File: config.mk
export PLATFORM = sky130hd
export DESIGN_NAME = parallel_camera_frame_capture_core
export DESIGN_NICKNAME = d
export VERILOG_FILES = /design/src/hw/rtl/pcfc_pkg.sv /design/src/hw/rtl/parallel_camera_frame_capture_core.sv /design/src/hw/rtl/pcfc_csr.sv /design/src/hw/rtl/pcfc_capture.sv
export SDC_FILE = /design/constraint.sdc
export NUM_CORES = 1
export LEC_CHECK = 0
export BUFFER_PORTS_ARGS = -buffer_cell sky130_fd_sc_hd__buf_4
export CAP_MARGIN = 10
export CORE_MARGIN = 4
export CORE_UTILIZATION = 41
export DETAILED_ROUTE_END_ITERATION = 10
export PLACE_DENSITY = 0.59
export RECOVER_POWER = 25
export SLEW_MARGIN = 20
export SYNTH_ARGS = -nofsm -noshare
export SYNTH_HDL_FRONTEND = slang
export SYNTH_HIERARCHICAL = 1
export SYNTH_SLANG_ARGS = --single-unit
File: constraint.sdc
create_clock -name clock -period 4.93 [get_ports clock]
set_clock_uncertainty 0.15 [all_clocks]
set_input_delay 0.986 -clock clock [delete_from_list [all_inputs] [get_ports clock]]
set_output_delay 0.986 -clock clock [all_outputs]
set_load 0.02 [all_outputs]
File: src/hw/rtl/pcfc_pkg.sv
`default_nettype none
// ----------------------------------------------------------------------------
// pcfc_pkg
// Shared types and constants for the parallel camera frame capture block.
// ----------------------------------------------------------------------------
package pcfc_pkg;

   localparam int MAX_WIDTH  = 1024;
   localparam int MAX_HEIGHT = 1024;

   localparam int DIM_W   = 11;
   localparam int INDEX_W = 20;
   localparam int BYTE_W  = 8;

   localparam int REQ_TDATA_W = 16;
   localparam int RSP_TDATA_W = 40;

   localparam int CSR_ADDR_W = 3;
   localparam int CSR_DATA_W = 32;

   // register select is paddr bit 2
   localparam logic REG_FRAME_WIDTH  = 1'b0;
   localparam logic REG_FRAME_HEIGHT = 1'b1;

   localparam logic [DIM_W-1:0] RESET_WIDTH  = DIM_W'(640);
   localparam logic [DIM_W-1:0] RESET_HEIGHT = DIM_W'(480);

   typedef struct packed {
      logic [DIM_W-1:0] frame_width;
      logic [DIM_W-1:0] frame_height;
   } cfg_type;

endpackage
`default_nettype wire

File: src/hw/rtl/parallel_camera_frame_capture_core.sv
`default_nettype none
// ----------------------------------------------------------------------------
// parallel_camera_frame_capture_core
// Captures two-byte pixels from sampled parallel camera lines.
// ----------------------------------------------------------------------------
// output: a result is registered and is in the output register in the cycle after its request is taken
// throughput: one request per cycle; a request is taken while the output
//    register is empty or being drained in the same cycle
// reset: synchronous; waits for a vsync pulse, width 640 and height 480
// ----------------------------------------------------------------------------
module parallel_camera_frame_capture_core
   import pcfc_pkg::*;
(
   input  wire logic                   clock,
   input  wire logic                   reset,
   // req_tdata: vsync_level, href_level, pclk_level, data_byte[7:0], zero fill
   input  wire logic                   req_tvalid,
   output logic                        req_tready,
   input  wire logic [REQ_TDATA_W-1:0] req_tdata,
   // rsp_tdata: pixel_index[19:0], high_byte[7:0], low_byte[7:0], zero fill
   output logic                        rsp_tvalid,
   input  wire logic                   rsp_tready,
   output logic      [RSP_TDATA_W-1:0] rsp_tdata,
   // rsp_tuser: pixel_valid
   output logic                        rsp_tuser,
   output logic                        rsp_tlast,
   input  wire logic                   csr_psel,
   input  wire logic                   csr_penable,
   input  wire logic                   csr_pwrite,
   input  wire logic [CSR_ADDR_W-1:0]  csr_paddr,
   input  wire logic [CSR_DATA_W-1:0]  csr_pwdata,
   output logic      [CSR_DATA_W-1:0]  csr_prdata,
   output logic                        csr_pready
);

   cfg_type            cfg;
   logic               req_fire;
   logic [INDEX_W-1:0] pixel_index;
   logic [BYTE_W-1:0]  high_byte;
   logic [BYTE_W-1:0]  low_byte;

   pcfc_csr u_csr (
      .clock       (clock),
      .reset       (reset),
      .csr_psel    (csr_psel),
      .csr_penable (csr_penable),
      .csr_pwrite  (csr_pwrite),
      .csr_paddr   (csr_paddr),
      .csr_pwdata  (csr_pwdata),
      .csr_prdata  (csr_prdata),
      .csr_pready  (csr_pready),
      .cfg         (cfg)
   );

   assign req_tready = ~rsp_tvalid | rsp_tready;
   assign req_fire   = req_tvalid & req_tready;

   pcfc_capture u_capture (
      .clock           (clock),
      .reset           (reset),
      .cfg             (cfg),
      .req_fire        (req_fire),
      .vsync           (req_tdata[0]),
      .href            (req_tdata[1]),
      .pclk            (req_tdata[2]),
      .data            (req_tdata[10:3]),
      .rsp_tready      (rsp_tready),
      .rsp_tvalid      (rsp_tvalid),
      .out_pixel_valid (rsp_tuser),
      .out_pixel_index (pixel_index),
      .out_high_byte   (high_byte),
      .out_low_byte    (low_byte),
      .out_frame_end   (rsp_tlast)
   );

   assign rsp_tdata = {4'b0000, low_byte, high_byte, pixel_index};

endmodule
`default_nettype wire

File: src/hw/rtl/pcfc_csr.sv
`default_nettype none
// ----------------------------------------------------------------------------
// pcfc_csr
// Configuration registers for frame width and height behind an APB-style port.
// ----------------------------------------------------------------------------
module pcfc_csr
   import pcfc_pkg::*;
(
   input  wire logic                  clock,
   input  wire logic                  reset,
   input  wire logic                  csr_psel,
   input  wire logic                  csr_penable,
   input  wire logic                  csr_pwrite,
   input  wire logic [CSR_ADDR_W-1:0] csr_paddr,
   input  wire logic [CSR_DATA_W-1:0] csr_pwdata,
   output logic      [CSR_DATA_W-1:0] csr_prdata,
   output logic                       csr_pready,
   output cfg_type                    cfg
);

   cfg_type cfg_ff;
   cfg_type cfg_in;
   logic    wr_en;

   assign csr_pready = 1'b1;
   assign wr_en      = csr_psel & csr_penable & csr_pwrite;

   always_comb begin
      cfg_in = cfg_ff;
      if (wr_en) begin
         unique case (csr_paddr[2])
            REG_FRAME_WIDTH:  cfg_in.frame_width  = csr_pwdata[DIM_W-1:0];
            REG_FRAME_HEIGHT: cfg_in.frame_height = csr_pwdata[DIM_W-1:0];
            default:          cfg_in = cfg_ff;
         endcase
      end
   end

   always_ff @(posedge clock) begin
      if (reset) begin
         cfg_ff.frame_width  <= RESET_WIDTH;
         cfg_ff.frame_height <= RESET_HEIGHT;
      end else begin
         cfg_ff <= cfg_in;
      end
   end

   always_comb begin
      unique case (csr_paddr[2])
         REG_FRAME_WIDTH:  csr_prdata = CSR_DATA_W'(cfg_ff.frame_width);
         REG_FRAME_HEIGHT: csr_prdata = CSR_DATA_W'(cfg_ff.frame_height);
         default:          csr_prdata = '0;
      endcase
   end

   assign cfg = cfg_ff;

endmodule
`default_nettype wire

File: src/hw/rtl/pcfc_capture.sv
`default_nettype none
// ----------------------------------------------------------------------------
// pcfc_capture
// Frame/row/pixel tracking on sampled camera lines with a result register.
// ----------------------------------------------------------------------------
module pcfc_capture
   import pcfc_pkg::*;
(
   input  wire logic              clock,
   input  wire logic              reset,
   input  wire cfg_type           cfg,
   input  wire logic              req_fire,
   input  wire logic              vsync,
   input  wire logic              href,
   input  wire logic              pclk,
   input  wire logic [BYTE_W-1:0] data,
   input  wire logic              rsp_tready,
   output logic                   rsp_tvalid,
   output logic                   out_pixel_valid,
   output logic      [INDEX_W-1:0] out_pixel_index,
   output logic      [BYTE_W-1:0] out_high_byte,
   output logic      [BYTE_W-1:0] out_low_byte,
   output logic                   out_frame_end
);

   typedef enum logic [1:0] {
      PH_WAIT_HIGH = 2'd0,
      PH_WAIT_LOW  = 2'd1,
      PH_CAPTURE   = 2'd2
   } phase_type;

   phase_type           phase_ff, phase_in;
   logic                await_ff, await_in;
   logic                href_ff, href_in;
   logic                pclk_ff, pclk_in;
   logic [BYTE_W-1:0]   held_ff, held_in;
   logic [DIM_W-1:0]    col_ff, col_in;
   logic [DIM_W-1:0]    row_ff, row_in;
   logic [INDEX_W-1:0]  base_ff, base_in;

   logic                valid_ff, valid_in;
   logic                pv_ff, pv_in;
   logic [INDEX_W-1:0]  idx_ff, idx_in;
   logic [BYTE_W-1:0]   hi_ff, hi_in;
   logic [BYTE_W-1:0]   lo_ff, lo_in;
   logic                fe_ff, fe_in;

   logic [DIM_W-1:0]    eff_width;
   logic [DIM_W-1:0]    eff_height;
   logic [DIM_W-1:0]    row_next;
   logic                pclk_rise;
   logic                emit;

   always_comb begin
      eff_width  = (cfg.frame_width < DIM_W'(MAX_WIDTH)) ? cfg.frame_width
                                                         : DIM_W'(MAX_WIDTH);
      eff_height = (cfg.frame_height < DIM_W'(MAX_HEIGHT)) ? cfg.frame_height
                                                           : DIM_W'(MAX_HEIGHT);
      if (eff_height == '0) begin
         eff_height = DIM_W'(1);
      end
   end

   assign pclk_rise = pclk & ~pclk_ff;
   assign row_next  = row_ff + DIM_W'(1);

   always_comb begin
      phase_in = phase_ff;
      await_in = await_ff;
      href_in  = href_ff;
      pclk_in  = pclk_ff;
      held_in  = held_ff;
      col_in   = col_ff;
      row_in   = row_ff;
      base_in  = base_ff;
      emit     = 1'b0;
      pv_in    = 1'b0;
      idx_in   = '0;
      hi_in    = '0;
      lo_in    = '0;
      fe_in    = 1'b0;

      unique case (phase_ff)
         PH_WAIT_LOW: begin
            if (!vsync) begin
               phase_in = PH_CAPTURE;
               await_in = 1'b0;
               href_in  = 1'b0;
               pclk_in  = 1'b0;
               held_in  = '0;
               col_in   = '0;
               row_in   = '0;
               base_in  = '0;
            end
         end
         PH_CAPTURE: begin
            if (await_ff) begin
               pclk_in = pclk;
               if (pclk_rise) begin
                  await_in = 1'b0;
                  if (col_ff < eff_width) begin
                     emit   = 1'b1;
                     pv_in  = 1'b1;
                     idx_in = base_ff + INDEX_W'(col_ff);
                     hi_in  = held_ff;
                     lo_in  = data;
                     col_in = col_ff + DIM_W'(1);
                  end
               end
            end else begin
               if (href && !href_ff) begin
                  col_in = '0;
               end
               if (href) begin
                  if (pclk_rise) begin
                     held_in  = data;
                     await_in = 1'b1;
                  end
                  pclk_in = pclk;
               end
               href_in = href;
               if (!href && href_ff) begin
                  row_in  = row_next;
                  base_in = base_ff + INDEX_W'(eff_width);
                  if (row_next >= eff_height) begin
                     phase_in = PH_WAIT_HIGH;
                     emit     = 1'b1;
                     fe_in    = 1'b1;
                  end
               end
            end
         end
         default: begin
            if (vsync) begin
               phase_in = PH_WAIT_LOW;
            end
         end
      endcase
   end

   always_comb begin
      valid_in = valid_ff & ~rsp_tready;
      if (req_fire) begin
         valid_in = emit;
      end
   end

   always_ff @(posedge clock) begin
      if (reset) begin
         phase_ff <= PH_WAIT_HIGH;
         await_ff <= 1'b0;
         href_ff  <= 1'b0;
         pclk_ff  <= 1'b0;
         held_ff  <= '0;
         col_ff   <= '0;
         row_ff   <= '0;
         base_ff  <= '0;
         valid_ff <= 1'b0;
      end else begin
         valid_ff <= valid_in;
         if (req_fire) begin
            phase_ff <= phase_in;
            await_ff <= await_in;
            href_ff  <= href_in;
            pclk_ff  <= pclk_in;
            held_ff  <= held_in;
            col_ff   <= col_in;
            row_ff   <= row_in;
            base_ff  <= base_in;
         end
      end
   end

   always_ff @(posedge clock) begin
      if (req_fire && emit) begin
         pv_ff  <= pv_in;
         idx_ff <= idx_in;
         hi_ff  <= hi_in;
         lo_ff  <= lo_in;
         fe_ff  <= fe_in;
      end
   end

   assign rsp_tvalid      = valid_ff;
   assign out_pixel_valid = pv_ff;
   assign out_pixel_index = idx_ff;
   assign out_high_byte   = hi_ff;
   assign out_low_byte    = lo_ff;
   assign out_frame_end   = fe_ff;

endmodule
`default_nettype wire
**Word-level counts from Yosys, hierarchy flattened**

Cells that the tools add are included.

- Latch bits: 0
- Memories kept: 0
- Output and inout bits: 77
- Logic and storage cells: 113
- RAM bits: 0
- Register bits after elaboration: 116
- Memory bits (read-only): 0
- Bits of input ports: 58

- Bitwise gates (word level): 11
- Multiply operators: 0
- Equal/unequal tests: 12
- Reductions and logical operators: 20
- Shifts and indexed selects: 0
- Add/subtract/negate cells: 4
- Divide/modulo/power cells: 0
- Multiplexer cells: 46
- $lt $le $gt $ge: 4

Operator list:

| cell | count |
|---|---|
| 2-to-1 mux 11 bit | 10 |
| one-hot mux 32 bit (2 select lines) | 1 |
| 2-to-1 mux 20 bit | 3 |
| one-hot mux 11 bit (2 select lines) | 2 |
| adder 20 x 11 -> 20 bit | 2 |
| one-hot mux 20 bit (2 select lines) | 1 |
| 2-to-1 mux 8 bit | 4 |
| adder 11 x 1 -> 11 bit, second input constant | 2 |
| less-than comparator 11 bit, second input constant | 2 |
| AND reduction 6 bit | 3 |
| one-hot mux 8 bit (2 select lines) | 1 |
| 2-to-1 mux 1 bit | 15 |
| AND reduction 4 bit | 3 |
| greater-or-equal comparator 11 bit | 1 |
| zero test 11 bit | 1 |
| less-than comparator 11 bit | 1 |
| 2-to-1 mux 2 bit | 5 |
| != test 2 x 1 -> 1 bit, second input constant | 3 |
| != test 2 bit, second input constant | 3 |
| != test 3 bit, second input constant | 2 |
| one-hot mux 1 bit (2 select lines) | 3 |
| AND reduction 2 bit | 3 |
| bitwise AND 1 bit | 5 |
| NOT 1 bit | 5 |
| other kinds (13) | 16 |

**Longest topological paths before layout**

- Word-level depth: 10
- Gate-level depth with buffers: 12
- Mapped depth without buffers: 12

**Hierarchy**

The synthesis kept the hierarchy.

Modules (own cells, without submodules):

| module | cells each | area an instance (sq um) | seq. area each (sq um) | times used |
|---|---|---|---|---|
| pcfc_capture | 627 | 5,677.9 | 2,262.2 | 1 |
| pcfc_csr | 126 | 1,224.9 | 440.4 | 1 |
| parallel_camera_frame_capture_core | 7 | 56.3 | 0.0 | 1 |

**Worst setup path before layout**

No wires, ideal clock.

- Path kind: reg-to-reg
- From: register u_capture.row_ff[0]
- To: register u_capture.fe_ff, in the netlist u_capture/out_frame_end (enable)
- Arrival: 3.133 ns
- Slack: 1.248 ns
- Stages on the path, launching flop included: 12
- Setup time: 0.398 ns
- Buffers on the path: 0
- Period minus slack after synthesis: 3.682 ns
- Required time: 4.382 ns
- Cells stage by stage: dfxtp_1 -> ha_1 -> nand3_1 -> nor3_1 -> nand3_1 -> xnor2_1 -> ha_1 -> o211ai_1 -> a21oi_1 -> nand2_1 -> o21ai_1 -> o21a_1

- Cells in the longest elaborated chain, start to end: 7

RTL lines:

| item | line | source |
|---|---|---|
| start: declaration | pcfc_capture.sv:38 | `logic [DIM_W-1:0] row_ff, row_in;` |
| start signal: assignment | pcfc_capture.sv:168 | `row_ff <= row_in;` |
| adder 11 x 1 -> 11 bit | pcfc_capture.sv:65 | `assign row_next = row_ff + DIM_W'(1);` |
| greater-or-equal comparator 11 bit | pcfc_capture.sv:125 | `if (row_next >= eff_height) begin` |
| 2-to-1 mux 1 bit | pcfc_capture.sv:125 |  |
| 2-to-1 mux 1 bit | pcfc_capture.sv:122 | `if (!href && href_ff) begin` |
| 2-to-1 mux 1 bit | pcfc_capture.sv:97 | `if (await_ff) begin` |
| 2-to-1 mux 1 bit | pcfc_capture.sv:83 | `unique case (phase_ff)` |
| logical AND 1 bit | pcfc_capture.sv:175 | `if (req_fire && emit) begin` |
| end signal: assignment | pcfc_capture.sv:180 | `fe_ff <= fe_in;` |
| end: declaration | pcfc_capture.sv:46 | `logic fe_ff, fe_in;` |

No other way between the ends.
A chain may end at the register's enable or synchronous reset.

**Final worst setup path**

- From: register u_capture.row_ff[0]
- To: register u_capture.idx_ff[19], in the netlist u_capture/out_pixel_index[19] (enable)

- Cells in the longest elaborated chain, start to end: 7

RTL lines:

| item | line | source |
|---|---|---|
| adder 11 x 1 -> 11 bit | pcfc_capture.sv:65 |  |
| greater-or-equal comparator 11 bit | pcfc_capture.sv:125 |  |
| 2-to-1 mux 1 bit | pcfc_capture.sv:125 |  |
| 2-to-1 mux 1 bit | pcfc_capture.sv:122 |  |
| 2-to-1 mux 1 bit | pcfc_capture.sv:97 |  |
| 2-to-1 mux 1 bit | pcfc_capture.sv:83 |  |
| logical AND 1 bit | pcfc_capture.sv:175 |  |
| end signal: assignment | pcfc_capture.sv:177 | `idx_ff <= idx_in;` |
| end: declaration | pcfc_capture.sv:43 | `logic [INDEX_W-1:0] idx_ff, idx_in;` |

No other way between the ends.

==> results.json <==
{
  "timing.rr.start": "u_capture/row_ff[0]",
  "finish.instance_area_mm2": 0.008104,
  "drt_pre_antenna_iters": 5,
  "cp-end-kind": "register",
  "ctsLongestPathBuffers": 2,
  "initial_utilization_pct": 41.96,
  "timing.setup.critical_path_class": "register to register",
  "cp_max_fo": 39,
  "maximum_number_of_pins_on_one_net_before_global_route_repair": 81,
  "dp_worst_setup_slack_ns": 0.9955,
  "io_buffers": 80,
  "die_width_um": 138.3,
  "reg2reg_to": "u_capture/out_pixel_index[19]",
  "share_of_the_clock_period_used_by_the_worst_path_pct": 80.13,
  "vias_in_the_first_global_route": 5569,
  "worst-r2r-cell-count": 11,
  "drtAntennaViolNets": 0,
  "setup_ws_ns": 0.9796,
  "fillers": 1629,
  "worst_hold_path_type": "register to register",
  "maxSlewViolCount": 81,
  "drive_gt1_share_pct": 13.86,
  "vias": 5606,
  "routedWlPerCell_um": 15.12,
  "io_pins": 135,
  "drt_first_iter_violations": 278,
  "worst_case_headroom_to_the_max_slew_limit_pct": -112.9,
  "cts_tree": "done",
  "dp.final_hpwl_mm": 11.89,
  "fin_tns_setup_ns": 0,
  "areaGrowthSynthToFinish_pct": 16.45,
  "yosysWarningCount": 6,
  "setup.reg_to_reg.worst_slack_ns": 0.98,
  "yosys_register_bits": 116,
  "antenna_violations_before_repair": 0,
  "layout.nets": 938,
  "leakagePower_nw": 3.243,
  "cts_inserted_buffers": 17,
  "crit_end": "u_capture/out_pixel_index[19]",
  "critical_path_arrival_ns": 3.84,
  "asyncSetResetFlopFracSynth_pct": 0,
  "clock_slew_at_the_register_clock_pins_of_the_worst_setup_and_hold_paths_ns": 0.06,
  "worst_path_max_delay_cell": "sky130_fd_sc_hd__o21a_2",
  "p_per_area_mw_per_mm2": 293.8,
  "critPathMaxStageDelay_ns": 0.76,
  "yosysSeqAreaShare_pct": 38.83,
  "coreArea_mm2": 0.01658,
  "cts-root-buf": "sky130_fd_sc_hd__clkbuf_16",
  "final-seq-area_mm2": 0.002703,
  "die_h_um": 138.3,
  "failed_checks": "capacitance limit, slew limit",
  "transition_time_of_the_tightest_slew_check_pin_ns": 3.193,
  "netlist_area_before_placement_mm2": 0.006959,
  "final_core_util_pct": 48.87,
  "clock_tree.htree_level_count": 4,
  "finalWeightedCongestion": 0.8569,
  "insertedDiodeCount": 0,
  "synth_cell_type_count": 69,
  "grt_util_all_layers_pct": 16.84,
  "post-cts-setup-buffer-count": 0,
  "ys.flop_type": "sky130_fd_sc_hd__dfxtp_1",
  "period_minus_slack_ns": 3.950,
  "crit_chain": "ha_1 -> nand3_1 -> nor3_1 -> nand3_1 -> xnor2_1 -> ha_1 -> o211ai_1 -> a21oi_1 -> nand2_1 -> o21ai_1 -> o21a_2",
  "global_route_wire_length_before_repair_mm": 26.95,
  "clock_insertion_delay_at_the_later_pin_of_the_skew_report_ns": 0.41,
  "syn_avg_cell_area_um2": 9.157,
  "worst_setup_path_start_kind": "register",
  "synth_top_cells_by_area": "sky130_fd_sc_hd__dfxtp_1 (22%), sky130_fd_sc_hd__edfxtp_1 (16%), sky130_fd_sc_hd__ha_1 (8.5%)",
  "status": "finished with violations",
  "grt-ovfl-total": 0,
  "multi_input_comb_area_mm2": 0.003936,
  "synthCells": 760,
  "hold_violations": 0,
  "synth_edf_count": 38,
  "clkSinkCount": 116,
  "crit_path_start": "u_capture/row_ff[0]",
  "via_density_per_instance": 5.269,
  "required_ns": 4.82,
  "hold_buf_count_cts": 0,
  "finalSetupViolations": 0,
  "netlist.area_leader.share_pct": 22.44,
  "max_freq_mhz": 253.1,
  "rows": 47,
  "drc": 0,
  "max-cap-violations": 1,
  "post_cts_resize_count": 0,
  "fp.dieArea_mm2": 0.01912,
  "grt_setup_unrepaired": "no",
  "detailed_place.area_mm2": 0.007617,
  "peakVddDrop_uv": 222.8,
  "routed_wirelength_mm": 16.09,
  "synth_top_area_cell": "sky130_fd_sc_hd__dfxtp_1"
}
## worst max-delay path: cells and delay by family, from the launching register on
kind	cells	cell delay, ns
DFF	1	0.42
adders and majority gates	2	0.59
AOI/OAI and AO/OA	4	1.28
xor gates and xnor gates	1	0.17
and+or+nand+nor	4	0.92
## area by class of cell
cell class	instances	share of cell area, %
inverters	24	1.112
repair buffers	82	6.253
clock inverters	15	2.069
well taps	220	3.397
flip-flops and latches	116	33.35
multi-input cells	590	48.57
clock buffers	17	5.249
## cells by family after synthesis
logic type                 synth area share [%]
muxes                                     5.520
other                                    0.1618
DFF                                       38.83
adders and majority gates                 9.025
and+or+nand+nor                           20.33
AOI/OAI and AO/OA                         15.44
xor gates and xnor gates                  4.782
buffers and inverters                     5.897
## where the power goes
group	internal (W)	total, W	leakage, nW	switching, W
clock	0.000754	0.00123	0.286	0.000474
sequential	0.000987	0.000993	0.948	0.00000661
combinational	0.0000563	0.000159	2.01	0.000103
total	0.00180	0.00238	3.24	0.000584
## worst min path at each step
stage,from,to,cells past startpoint
after CTS,u_capture/held_ff[2],u_capture/held_ff[2],2
after global placement,u_capture/held_ff[0],u_capture/held_ff[0],2
after global routing,u_capture/held_ff[2],u_capture/held_ff[2],2
final,u_capture/held_ff[2],u_capture/held_ff[2],2
after detailed placement,u_capture/held_ff[2],u_capture/held_ff[2],2
after floorplan,u_capture/held_ff[0],u_capture/held_ff[0],2
## flip-flops by register name, indices dropped and copies added, names as in the netlist, 2 cells and up
signal	count
u_capture/row_ff	11
u_capture/col_ff	11
u_capture/phase_ff	2
u_csr/cfg	22
u_capture/out_high_byte	8
u_capture/out_low_byte	8
u_capture/base_ff	20
u_capture/out_pixel_index	20
u_capture/held_ff	8
## synthesized netlist by cell type (4+ instances only)
cell / count
sky130_fd_sc_hd__xnor2_1: 25
sky130_fd_sc_hd__o21ai_0: 31
sky130_fd_sc_hd__nor2b_1: 7
sky130_fd_sc_hd__dfxtp_1: 78
sky130_fd_sc_hd__ha_1: 47
sky130_fd_sc_hd__nand3_1: 25
sky130_fd_sc_hd__nor2_1: 72
sky130_fd_sc_hd__buf_2: 6
sky130_fd_sc_hd__nand4_1: 5
sky130_fd_sc_hd__or3_1: 8
sky130_fd_sc_hd__a32oi_1: 4
sky130_fd_sc_hd__a211oi_1: 18
sky130_fd_sc_hd__nor3b_1: 4
sky130_fd_sc_hd__or2_2: 6
sky130_fd_sc_hd__a21oi_1: 46
sky130_fd_sc_hd__mux2i_1: 26
sky130_fd_sc_hd__inv_1: 23
sky130_fd_sc_hd__a22oi_1: 13
sky130_fd_sc_hd__o21a_1: 6
sky130_fd_sc_hd__and3_1: 24
sky130_fd_sc_hd__xor2_1: 13
sky130_fd_sc_hd__edfxtp_1: 38
sky130_fd_sc_hd__nand2_1: 59
sky130_fd_sc_hd__mux2_2: 11
sky130_fd_sc_hd__o211ai_1: 6
sky130_fd_sc_hd__a21o_1: 8
sky130_fd_sc_hd__nand2b_1: 30
sky130_fd_sc_hd__nor3_1: 16
sky130_fd_sc_hd__buf_4: 26
sky130_fd_sc_hd__clkbuf_1: 17
## routing by layer
layer / global-route usage (%) / routed length [µm]
met5: 0 / 0
met4: 5.564 / 212
met3: 3.729 / 795
met2: 27.47 / 7461
met1: 22.25 / 7616
## through the flow
step,total power [W],hold WS [ns],std cells
global route,0.002469,0.3180,1064
floorplan,0.001136,0.2775,783
global placement,0.001168,0.2855,1032
CTS,0.002403,0.3009,1064
detailed placement,0.001171,0.2926,1032
finish,0.002381,0.2990,1064
## cells in the final DEF (no fill, tap or decap), types with 5 or more instances in the layout
cell	n
sky130_fd_sc_hd__xor2_1	13
sky130_fd_sc_hd__clkbuf_16	17
sky130_fd_sc_hd__o211ai_1	6
sky130_fd_sc_hd__or3_1	8
sky130_fd_sc_hd__nand2b_1	30
sky130_fd_sc_hd__nor3_1	16
sky130_fd_sc_hd__ha_1	47
sky130_fd_sc_hd__conb_1	26
sky130_fd_sc_hd__buf_4	53
sky130_fd_sc_hd__nand3_1	25
sky130_fd_sc_hd__dfxtp_1	78
sky130_fd_sc_hd__mux2i_1	26
sky130_fd_sc_hd__nand4_1	5
sky130_fd_sc_hd__nor2b_1	7
sky130_fd_sc_hd__clkbuf_1	29
sky130_fd_sc_hd__a22oi_1	13
sky130_fd_sc_hd__inv_1	23
sky130_fd_sc_hd__edfxtp_1	38
sky130_fd_sc_hd__a21o_1	8
sky130_fd_sc_hd__o21ai_0	31
sky130_fd_sc_hd__inv_6	6
sky130_fd_sc_hd__nand2_1	59
sky130_fd_sc_hd__xnor2_1	25
sky130_fd_sc_hd__or2_2	6
sky130_fd_sc_hd__o21a_1	5
sky130_fd_sc_hd__mux2_2	11
sky130_fd_sc_hd__a211oi_1	18
sky130_fd_sc_hd__nor2_1	71
sky130_fd_sc_hd__a21oi_1	46
sky130_fd_sc_hd__and3_1	24
Note: power is estimated with default switching activity, not from simulation.
